==> src/design/scntd_pkg.sv <==
`timescale 1ns / 1ps
`default_nettype none

package scntd_pkg;

    // result kind codes
    typedef enum logic [1:0] {
        KIND_READING = 2'd0,
        KIND_CRC_GOOD = 2'd1,
        KIND_CRC_BAD = 2'd2
    } scntd_kind_t;

    // header field constants
    localparam logic [7:0] DEV_ID_HI = 8'hFF;
    localparam logic [7:0] DEV_ID_LO = 8'h07;
    localparam logic [7:0] VER_A_HI = 8'h00;
    localparam logic [7:0] VER_B_HI = 8'h02;
    localparam logic [7:0] VER_LO = 8'h01;
    localparam logic [15:0] CRC_INIT = 16'hFFFF;
    localparam logic [15:0] CRC_POLY = 16'h1021;

    // word count limits: payload = 2 * words - 17, readings = words - 12
    localparam int unsigned LEN_BIAS = 17;
    localparam int unsigned MIN_WORDS = 12;
    localparam int unsigned SYNC_ZEROS = 6;
    localparam int unsigned CRC_START_ZERO = 4;
    localparam int unsigned FIRST_READING_POS = 6;

    // one result beat
    typedef struct packed {
        scntd_kind_t kind;
        logic [10:0] reading_index;
        logic [15:0] reading_raw;
        logic [7:0] status_flags;
        logic [31:0] time_stamp;
        logic [15:0] telegram_number;
        logic [10:0] reading_count;
        logic [15:0] received_check;
        logic [15:0] computed_check;
    } scntd_result_t;

    // crc-16, msb first, one byte folded in over eight bit steps
    function automatic logic [15:0] scntd_crc_feed(input logic [15:0] crc,
                                                   input logic [7:0] data);
        logic [15:0] c;
        c = crc ^ {data, 8'h00};
        for (int k = 0; k < 8; k++) begin
            if (c[15]) begin
                c = {c[14:0], 1'b0} ^ CRC_POLY;
            end else begin
                c = {c[14:0], 1'b0};
            end
        end
        return c;
    endfunction

endpackage

`default_nettype wire

==> src/design/scntd_core.sv <==
`timescale 1ns / 1ps
`default_nettype none

module scntd_core #(
    parameter int unsigned MAX_PAYLOAD = 4096
) (
    input wire logic aclk,
    input wire logic aresetn,
    input wire logic in_fire,
    input wire logic [7:0] rx_byte,
    output logic res_valid,
    output scntd_pkg::scntd_result_t res
);
    import scntd_pkg::*;

    localparam int unsigned PLW = $clog2(MAX_PAYLOAD + 1);
    localparam int unsigned NW = (PLW > 11) ? PLW : 11;
    localparam int unsigned WMAX = (MAX_PAYLOAD + LEN_BIAS) / 2;

    typedef enum logic [3:0] {
        PH_HUNT,
        PH_LEN_HI,
        PH_LEN_LO,
        PH_DEV0,
        PH_DEV1,
        PH_VER0,
        PH_VER1,
        PH_STATUS,
        PH_TIME,
        PH_TELE,
        PH_PAYLOAD,
        PH_CRC_LO,
        PH_CRC_HI
    } phase_t;

    phase_t phase_reg, phase_next;
    logic [PLW-1:0] pos_reg, pos_next;
    logic [PLW-1:0] len_reg, len_next;
    logic [NW-1:0] nread_reg, nread_next;
    logic [15:0] crc_reg, crc_next;
    logic [7:0] held_reg, held_next;
    logic [7:0] status_reg, status_next;
    logic [31:0] time_reg, time_next;
    logic [15:0] tele_reg, tele_next;
    logic [7:0] trail_reg, trail_next;

    logic [15:0] crc_fed;
    logic [PLW-1:0] pos_inc;
    logic [16:0] word_cnt;
    logic [16:0] len_calc;
    logic [16:0] nread_calc;
    logic [NW-1:0] k_idx;
    logic [15:0] rx_check;

    assign crc_fed = scntd_crc_feed(crc_reg, rx_byte);
    assign pos_inc = pos_reg + PLW'(1);
    assign word_cnt = {1'b0, held_reg, rx_byte};
    assign len_calc = {word_cnt[15:0], 1'b0} - 17'(LEN_BIAS);
    assign nread_calc = word_cnt - 17'(MIN_WORDS);
    assign k_idx = NW'((pos_reg - PLW'(FIRST_READING_POS)) >> 1);
    assign rx_check = {rx_byte, trail_reg};

    // parser next state and result beat
    always_comb begin
        phase_next = phase_reg;
        pos_next = pos_reg;
        len_next = len_reg;
        nread_next = nread_reg;
        held_next = held_reg;
        status_next = status_reg;
        time_next = time_reg;
        tele_next = tele_reg;
        trail_next = trail_reg;
        if (phase_reg == PH_HUNT || phase_reg == PH_CRC_LO || phase_reg == PH_CRC_HI) begin
            crc_next = crc_reg;
        end else begin
            crc_next = crc_fed;
        end

        res_valid = 1'b0;
        res.kind = KIND_READING;
        res.reading_index = 11'd0;
        res.reading_raw = 16'd0;
        res.status_flags = status_reg;
        res.time_stamp = time_reg;
        res.telegram_number = tele_reg;
        res.reading_count = nread_reg[10:0];
        res.received_check = 16'd0;
        res.computed_check = 16'd0;

        case (phase_reg)
            PH_HUNT: begin
                if (rx_byte != 8'd0) begin
                    pos_next = '0;
                end else begin
                    pos_next = pos_inc;
                    if (pos_inc == PLW'(CRC_START_ZERO)) begin
                        crc_next = CRC_INIT;
                    end else if (pos_inc > PLW'(CRC_START_ZERO)) begin
                        crc_next = crc_fed;
                    end
                    if (pos_inc >= PLW'(SYNC_ZEROS)) begin
                        phase_next = PH_LEN_HI;
                        pos_next = '0;
                    end
                end
            end
            PH_LEN_HI: begin
                held_next = rx_byte;
                phase_next = PH_LEN_LO;
            end
            PH_LEN_LO: begin
                if (word_cnt < 17'(MIN_WORDS) || word_cnt > 17'(WMAX)) begin
                    phase_next = PH_HUNT;
                    pos_next = '0;
                end else begin
                    len_next = len_calc[PLW-1:0];
                    nread_next = nread_calc[NW-1:0];
                    phase_next = PH_DEV0;
                end
            end
            PH_DEV0: begin
                held_next = rx_byte;
                phase_next = PH_DEV1;
            end
            PH_DEV1: begin
                if (held_reg == DEV_ID_HI && rx_byte == DEV_ID_LO) begin
                    phase_next = PH_VER0;
                end else begin
                    phase_next = PH_HUNT;
                    pos_next = '0;
                end
            end
            PH_VER0: begin
                held_next = rx_byte;
                phase_next = PH_VER1;
            end
            PH_VER1: begin
                if ((held_reg == VER_A_HI || held_reg == VER_B_HI) && rx_byte == VER_LO) begin
                    phase_next = PH_STATUS;
                end else begin
                    phase_next = PH_HUNT;
                    pos_next = '0;
                end
            end
            PH_STATUS: begin
                status_next = rx_byte;
                pos_next = '0;
                phase_next = PH_TIME;
            end
            PH_TIME: begin
                // first byte ends up in bits 7:0 after four shifts
                time_next = {rx_byte, time_reg[31:8]};
                pos_next = pos_inc;
                if (pos_reg == PLW'(3)) begin
                    pos_next = '0;
                    phase_next = PH_TELE;
                end
            end
            PH_TELE: begin
                tele_next = {rx_byte, tele_reg[15:8]};
                pos_next = pos_inc;
                if (pos_reg == PLW'(1)) begin
                    pos_next = '0;
                    phase_next = PH_PAYLOAD;
                end
            end
            PH_PAYLOAD: begin
                // a reading completes on every even offset from six on while its index is below the reading count
                if (pos_reg >= PLW'(FIRST_READING_POS) && !pos_reg[0]
                        && k_idx < nread_reg) begin
                    res_valid = in_fire;
                    res.kind = KIND_READING;
                    res.reading_index = k_idx[10:0];
                    res.reading_raw = {rx_byte, held_reg};
                end
                held_next = rx_byte;
                pos_next = pos_inc;
                if (pos_inc >= len_reg) begin
                    pos_next = '0;
                    phase_next = PH_CRC_LO;
                end
            end
            PH_CRC_LO: begin
                trail_next = rx_byte;
                phase_next = PH_CRC_HI;
            end
            PH_CRC_HI: begin
                res_valid = in_fire;
                res.kind = (rx_check == crc_reg) ? KIND_CRC_GOOD : KIND_CRC_BAD;
                res.received_check = rx_check;
                res.computed_check = crc_reg;
                phase_next = PH_HUNT;
                pos_next = '0;
            end
            default: begin
                phase_next = PH_HUNT;
                pos_next = '0;
            end
        endcase
    end

    // parser state
    always_ff @(posedge aclk) begin
        if (!aresetn) begin
            phase_reg <= PH_HUNT;
            pos_reg <= '0;
            crc_reg <= CRC_INIT;
        end else if (in_fire) begin
            phase_reg <= phase_next;
            pos_reg <= pos_next;
            crc_reg <= crc_next;
        end
    end

    // header and frame fields
    always_ff @(posedge aclk) begin
        if (in_fire) begin
            len_reg <= len_next;
            nread_reg <= nread_next;
            held_reg <= held_next;
            status_reg <= status_next;
            time_reg <= time_next;
            tele_reg <= tele_next;
            trail_reg <= trail_next;
        end
    end

    // checks
    a_end_gives_beat: assert property (@(posedge aclk) disable iff (!aresetn)
        in_fire && phase_reg == PH_CRC_HI |-> res_valid)
        else $error("frame end without result beat");

    a_end_to_hunt: assert property (@(posedge aclk) disable iff (!aresetn)
        in_fire && phase_reg == PH_CRC_HI |=> phase_reg == PH_HUNT && pos_reg == '0)
        else $error("no return to hunt after frame end");

    a_beat_phase: assert property (@(posedge aclk) disable iff (!aresetn)
        res_valid |-> phase_reg == PH_PAYLOAD || phase_reg == PH_CRC_HI)
        else $error("result beat outside payload or trailer");

    a_pos_in_payload: assert property (@(posedge aclk) disable iff (!aresetn)
        phase_reg == PH_PAYLOAD |-> pos_reg < len_reg)
        else $error("payload offset past length");

endmodule

`default_nettype wire

==> src/design/scntd_outreg.sv <==
`timescale 1ns / 1ps
`default_nettype none

module scntd_outreg (
    input wire logic aclk,
    input wire logic aresetn,
    input wire logic load,
    input wire scntd_pkg::scntd_result_t load_data,
    output logic in_ready,
    output logic out_valid,
    input wire logic out_ready,
    output scntd_pkg::scntd_result_t out_data
);
    import scntd_pkg::*;

    logic valid_reg;
    scntd_result_t data_reg;

    // a new byte may enter when the held beat is empty or leaves now
    assign in_ready = !valid_reg || out_ready;
    assign out_valid = valid_reg;
    assign out_data = data_reg;

    always_ff @(posedge aclk) begin
        if (!aresetn) begin
            valid_reg <= 1'b0;
        end else if (load) begin
            valid_reg <= 1'b1;
        end else if (out_ready) begin
            valid_reg <= 1'b0;
        end
    end

    always_ff @(posedge aclk) begin
        if (load) begin
            data_reg <= load_data;
        end
    end

    a_load_when_free: assert property (@(posedge aclk) disable iff (!aresetn)
        load |-> in_ready)
        else $error("result loaded over a waiting beat");

    a_load_shows: assert property (@(posedge aclk) disable iff (!aresetn)
        load |=> valid_reg && data_reg == $past(load_data))
        else $error("loaded beat not presented");

    a_hold_on_stall: assert property (@(posedge aclk) disable iff (!aresetn)
        valid_reg && !out_ready |=> valid_reg && $stable(data_reg))
        else $error("stalled beat changed");

endmodule

`default_nettype wire

==> src/design/scanner_telegram_deframer.sv <==
`timescale 1ns / 1ps
`default_nettype none

// Telegram deframer for a scanner serial byte stream. One byte is taken per beat on the
// s_ channel; the block hunts for six zero bytes, checks the header (word count, device
// id FF 07, version 00 01 or 02 01), captures status, timestamp and telegram number, then
// emits one m_ beat per 16-bit little-endian reading and a final beat that reports whether
// the CRC-16 (poly 1021, init FFFF, from the fifth zero byte to the end of payload) matches
// the trailer. A bad header field or a length outside 7..MAX_PAYLOAD drops back to the hunt
// silently. The parser state and the byte-wide CRC update sit between the input
// handshake and a single output register, so a byte is accepted in every cycle while the
// output register is empty or being drained, and results appear in the cycle after the
// byte that completes them.
module scanner_telegram_deframer #(
    parameter int unsigned MAX_PAYLOAD = 4096
) (
    input wire logic aclk,
    input wire logic aresetn,
    input wire logic s_valid,
    output logic s_ready,
    input wire logic [7:0] s_rx_byte,
    output logic m_valid,
    input wire logic m_ready,
    output logic [1:0] m_kind,
    output logic [10:0] m_reading_index,
    output logic [15:0] m_reading_raw,
    output logic [7:0] m_status_flags,
    output logic [31:0] m_time_stamp,
    output logic [15:0] m_telegram_number,
    output logic [10:0] m_reading_count,
    output logic [15:0] m_received_check,
    output logic [15:0] m_computed_check
);
    import scntd_pkg::*;

    logic in_fire;
    logic res_valid;
    scntd_result_t res;
    scntd_result_t out_data;

    assign in_fire = s_valid && s_ready;

    // byte parser
    scntd_core #(
        .MAX_PAYLOAD(MAX_PAYLOAD)
    ) u_core (
        .aclk(aclk),
        .aresetn(aresetn),
        .in_fire(in_fire),
        .rx_byte(s_rx_byte),
        .res_valid(res_valid),
        .res(res)
    );

    // result register
    scntd_outreg u_outreg (
        .aclk(aclk),
        .aresetn(aresetn),
        .load(res_valid),
        .load_data(res),
        .in_ready(s_ready),
        .out_valid(m_valid),
        .out_ready(m_ready),
        .out_data(out_data)
    );

    assign m_kind = out_data.kind;
    assign m_reading_index = out_data.reading_index;
    assign m_reading_raw = out_data.reading_raw;
    assign m_status_flags = out_data.status_flags;
    assign m_time_stamp = out_data.time_stamp;
    assign m_telegram_number = out_data.telegram_number;
    assign m_reading_count = out_data.reading_count;
    assign m_received_check = out_data.received_check;
    assign m_computed_check = out_data.computed_check;

endmodule

`default_nettype wire
==> config.mk <==
export PLATFORM = sky130hd
export DESIGN_NAME = scanner_telegram_deframer
export DESIGN_NICKNAME = d
export VERILOG_FILES = /design/src/design/scntd_pkg.sv /design/src/design/scntd_core.sv /design/src/design/scntd_outreg.sv /design/src/design/scanner_telegram_deframer.sv
export SDC_FILE = /design/constraint.sdc
export NUM_CORES = 1
export LEC_CHECK = 0
export BUFFER_PORTS_ARGS = -buffer_cell sky130_fd_sc_hd__buf_2
export CAP_MARGIN = 20
export CORE_MARGIN = 2
export CORE_UTILIZATION = 52
export CTS_CLUSTER_DIAMETER = 40
export DETAILED_ROUTE_END_ITERATION = 16
export PLACE_DENSITY = 0.85
export SLEW_MARGIN = 10
export SYNTH_ARGS = -nofsm -noshare
export SYNTH_HDL_FRONTEND = slang
export SYNTH_SLANG_ARGS = --single-unit
==> constraint.sdc <==
create_clock -name aclk -period 10.2 [get_ports aclk]
set_clock_uncertainty 0.1 [all_clocks]
set_input_delay 0.51 -clock aclk [delete_from_list [all_inputs] [get_ports aclk]]
set_output_delay 0.51 -clock aclk [all_outputs]
set_load 0.05 [all_outputs]
Word-level counts from Yosys, hierarchy flattened. Cells that the tools add are included.

Flip-flop bits (word level): 260. Input port bits: 12.

Mux-type cells: 37. Bitwise logic cells: 11. $lt $le $gt $ge: 7. Equal/unequal tests: 28. $add $sub $neg: 4. Reductions and logical operators: 27.

Operators by type and width (number): 13-bit two-way mux (16); 13-bit one-hot mux with 8 select lines (1); 16-bit two-way mux (5); 4-bit one-hot mux with 12 select lines (1); 13-bit by 3-bit >= comparator with 1-bit output, second input constant (2); 3-bit inverter (8); 4-bit == test, second input constant (5); 4-bit two-way mux (5); 16-bit == test (1); 4-bit by 3-bit == test with 1-bit output, second input constant (4); 16-bit by 12-bit > comparator with 1-bit output, second input constant (1); 16-bit by 4-bit less-than comparator with 1-bit output, second input constant (1); 16-bit bitwise XOR (1); 13-bit by 1-bit adder with 13-bit output, second input constant (1); 13-bit by 1-bit == test with 1-bit output, second input constant (1); 13-bit by 2-bit == test with 1-bit output, second input constant (1); 13-bit by 3-bit == test with 1-bit output, second input constant (1); 13-bit >= comparator (1); 13-bit by 3-bit > comparator with 1-bit output, second input constant (1); 12-bit by 13-bit less-than comparator with 1-bit output (1); 13-bit by 3-bit subtractor with 13-bit output, second input constant (1); 13-bit by 4-bit subtractor with 13-bit output, second input constant (1); 13-bit by 5-bit subtractor with 13-bit output, second input constant (1); 2-bit AND reduction (6); 25 further kinds (47).

Logic depth before layout (Yosys ltp).
Depth after elaboration: 22. Gate-level depth with buffers: 15.

Modules after synthesis. From an unflattened synthesis, not the netlist that was laid out.

Cell total of the unflattened synthesis: 813. Area total of the unflattened synthesis: 11157.0 um^2.

By module, submodules not included: scntd_core (area an instance 7258.2 um^2, cells an instance 680, instances 1); scntd_outreg (area an instance 3892.5 um^2, cells an instance 132, instances 1); scanner_telegram_deframer (area an instance 6.3 um^2, cells an instance 1, instances 1).

Worst setup path before layout. Ideal clock, no wire load.

Kind: flip-flop to flip-flop. Start point: register u_core.pos_reg[4]. End point: register u_outreg.data_reg, in the netlist u_outreg.out_data[0] (enable). Cell stages (with the launch flop): 13. Arrival: 8968 ps. Period minus slack after synthesis: 9724 ps. Setup slack: 476 ps. Path buffers: 1. Cell sequence: dfxtp_1 buf_2 or4_1 a211oi_1 xor2_1 ha_1 a21oi_1 nor2b_1 a311oi_1 nor2_1 o41ai_1 o2111ai_1 a21oi_1.

Cells in the longest elaborated chain, start to end: 5. Elaborated cells on any way between the ends: 7. Classes of those cells: add/sub (1); order compare (2); mux (2); reduce/logical (2).

Ends and longest elaborated chain: start, declared (RTL line scntd_core.sv:37) `logic [PLW-1:0] pos_reg, pos_next;`; start signal, assigned (RTL line scntd_core.sv:211) `pos_reg <= pos_next;`; 13-bit by 3-bit subtractor with 13-bit output (RTL line scntd_core.sv:60) `assign k_idx = NW'((pos_reg - PLW'(FIRST_READING_POS)) >> 1);`; net u_core.k_idx[7] (RTL line scntd_core.sv:52) `logic [NW-1:0] k_idx;`; 12-bit by 13-bit less-than comparator with 1-bit output (RTL line scntd_core.sv:171) `&& k_idx < nread_reg) begin`; 1-bit logical AND (RTL line scntd_core.sv:171); 1-bit two-way mux (RTL line scntd_core.sv:170) `if (pos_reg >= PLW'(FIRST_READING_POS) && !pos_reg[0]`; 1-bit one-hot mux with 2 select lines (RTL line scntd_core.sv:91) `case (phase_reg)`; net res_valid (RTL line scanner_telegram_deframer.sv:37) `logic res_valid;`; end signal, assigned (RTL line scntd_outreg.sv:36) `data_reg <= load_data;`; end, declared (RTL line scntd_outreg.sv:17) `scntd_result_t data_reg;`.

The timed path passes the listed nets, and every way through them passes these cells. A chain may end at the register's enable or synchronous reset.

Worst setup path after layout.
Start point: register u_core.pos_reg[4]. End point: register u_outreg.data_reg, in the netlist u_outreg.out_data[9] (enable).

The elaborated chain is that of the path after synthesis.

==> out/summary.txt <==
Die footprint -> 22300 um2
Detailed-route wire length per cell -> 20.5 um
Antenna Cells -> 0
Pwr/cell area -> 169 nW/um2
Clk slew on worst S/H paths -> 0.06 ns
Initial antenna violation count -> 0
Sink Count -> 259
Kind of end point of the critical path -> flip-flop
Final slew viol count -> 0
Max VDD drop -> 0.000105 V
Max_cap viols -> 0
Async S/R FF share, synth -> 0%
CTS tree -> done
H-tree Lvls -> 1
Final instance area -> 12900 um2
Root Driver -> clkbuf_16
Dpl hpwl -> 16.4 mm
Max Freq -> 212 MHz
DR DRC count -> 0
Share of the synthesized area in the top cell type -> 61.5%
Worst hold path class -> in2reg
IO Port Bufs -> 141
Final core utilization -> 61.5%
Cts hold-fix bufs -> 0
Die Span Y -> 149 um
WHS -> 0.264 ns
Placed inst area -> 11900 um2
CP Class -> reg2reg
Pre-CTS worst setup slack -> 5.56 ns
Largest net degree at the start of global routing -> 82
Post-CTS Resized -> 0
Crit-path cells -> or4_1 -> nor4_1 -> xor2_1 -> ha_1 -> nor2b_1 -> o41ai_1 -> o2111ai_1 -> buf_4 -> a21oi_4 -> buf_4
Footprint of the multi-input gates -> 3220 um2
Global-route wire length before repair -> 38.8 mm
Seq/Total Area, Yosys -> 67.7%
Worst path required time -> 10.27 ns
Crit path buffers/inverters -> 2
Total gr overflow -> 0
Signal arrival time at the worst endpoint -> 4.79 ns
Register Area -> 7440 um2
Clk_lat worst skew -> 0.54 ns
Routability cong. -> 0.935
Initial DRT Pass Iterations -> 6
Filler cells -> 1466
Top FF cell, synth -> edfxtp_1
# setup viols final -> 0
Post-synth EDFFs -> 225
Synth cell types -> 66
Iter 0 DRT Violations -> 830
Io pins -> 142
Fin nets -> 983
Post-synth top cells -> edfxtp_1, and2_1, nor2_1
Post-synthesis net count -> 844
Drt via density -> 5.79
Hold Vio Cnt, Final -> 0
CP most frequent cell -> buf_4
Final WS setup -> 5.48 ns
Period utilization -> 46.3%
Synth area leader -> edfxtp_1
RSZ-0062 raised after global routing -> no
Mean area per synthesized cell -> 13.8 um2
Longest Clk Path Bufs -> 3
DR vias -> 7125
ANT nets after route -> 0
Area growth syn-to-layout -> 17.0%
Die W -> 149 um
GRT Total Usage -> 22.8%
Synth Register Bits -> 259
Row cnt -> 53
Routed WL -> 25.2 mm
Count leader, synth -> edfxtp_1
Vias in the first global route -> 6926
Mapped Area -> 11000 um2
Slowest stage delay, CP -> 0.83 ns
Postcts setup bufs -> 0
Fin cells -> 1231
Total CTS buffers -> 27
Final Power -> 2.17 mW
Delay-heaviest family, CP -> simple AND/OR/NAND/NOR gates
Top post-synthesis cells by area -> edfxtp_1, dfxtp_1, ha_1
Startpoint Class -> flip-flop
Post-Synthesis Cells -> 796
Leak -> 4.77 nW
Worst Tran Pin Value -> 1.05 ns
Crit-path slowest cell -> buf_4
Total negative slack -> 0 ns
Core footprint -> 20900 um2
Relative slew slack -> 30.0%
Status -> finished, final reports clean
Crit path max fanout -> 81
Ratio of cells with drive above 1 in the final layout -> 21.9%
Min cycle time layout -> 4.72 ns
Placed cells -> 1180
Max reg flops -> 128
Synth warn -> 0
Initial Util -> 52.6%
layer usage:
layer  track usage, %  wire length [um]
met5                0                 0
met4             9.33               942
met3             3.98              2490
met2             37.6             12100
met1             30.0              9760
where the power goes:
part	total, mW	switching [mW]	leakage [nW]	internal, mW
Combinational	0.0447	0.0324	2.02	0.0122
Sequential	1.14	0.0000182	2.31	1.14
Clock	0.988	0.414	0.435	0.573
worst min-delay path, delay by kind of cell:
| family | cells | cell delay, ns |
|---|---|---|
| buf+inv | 1 | 0.11 |
| compound gates | 2 | 0.23 |
path summary, 6_finish.rpt:
kind / startpoint / endpoint / slack (ns) / cells after the start
max: u_core.pos_reg[4]$_SDFFE_PN0P_ / u_outreg.out_data[9]$_SDFFCE_PN0P_ / 5.48 / 10
min: s_valid / u_outreg.out_valid$_SDFFE_PN0P_ / 0.26 / 3
max reg2reg: u_core.pos_reg[4]$_SDFFE_PN0P_ / u_outreg.out_data[9]$_SDFFCE_PN0P_ / 5.48 / 10
min reg2reg: u_core.status_reg[2]$_DFFE_PP_ / u_outreg.out_data[93]$_DFFE_PP_ / 0.31 / 0
cell type report:
type	instances	share of cell area (%)
clock inverter	18	1.60
sequential	259	57.9
clock buffer	32	5.40
multi-input combinational	452	25.1
timing repair buffer	151	6.11
inverter	44	1.28
tap	275	2.68
layout by cell type, fill, tap and decap left out, drive strengths merged, types with 5 or more instances in the layout:
cell type	n
a2111oi	15
dfxtp	34
ha	36
o31ai	5
clkbuf	32
or4	7
nand2	30
buf	151
a21oi	31
xnor2	41
nand3	14
o21ai	23
inv	50
nand4	9
a211oi	5
nand2b	6
xor2	30
nor4	8
edfxtp	225
nor3	19
o21a	6
clkinv	8
and2	54
a32oi	6
nor2	45
nor2b	6
cell families (layout without fill, tap and decap cells):
family | count (synthesis) | after routing | synth area share, %
compound gates | 123 | 123 | 7.89
xor+xnor | 71 | 71 | 5.66
fa+ha+maj | 36 | 36 | 4.10
buf+inv | 85 | 245 | 3.16
flops | 259 | 259 | 67.7
mux | 2 | 2 | 0.182
simple gates | 220 | 220 | 11.3
Power figures use the tool's default switching activity.
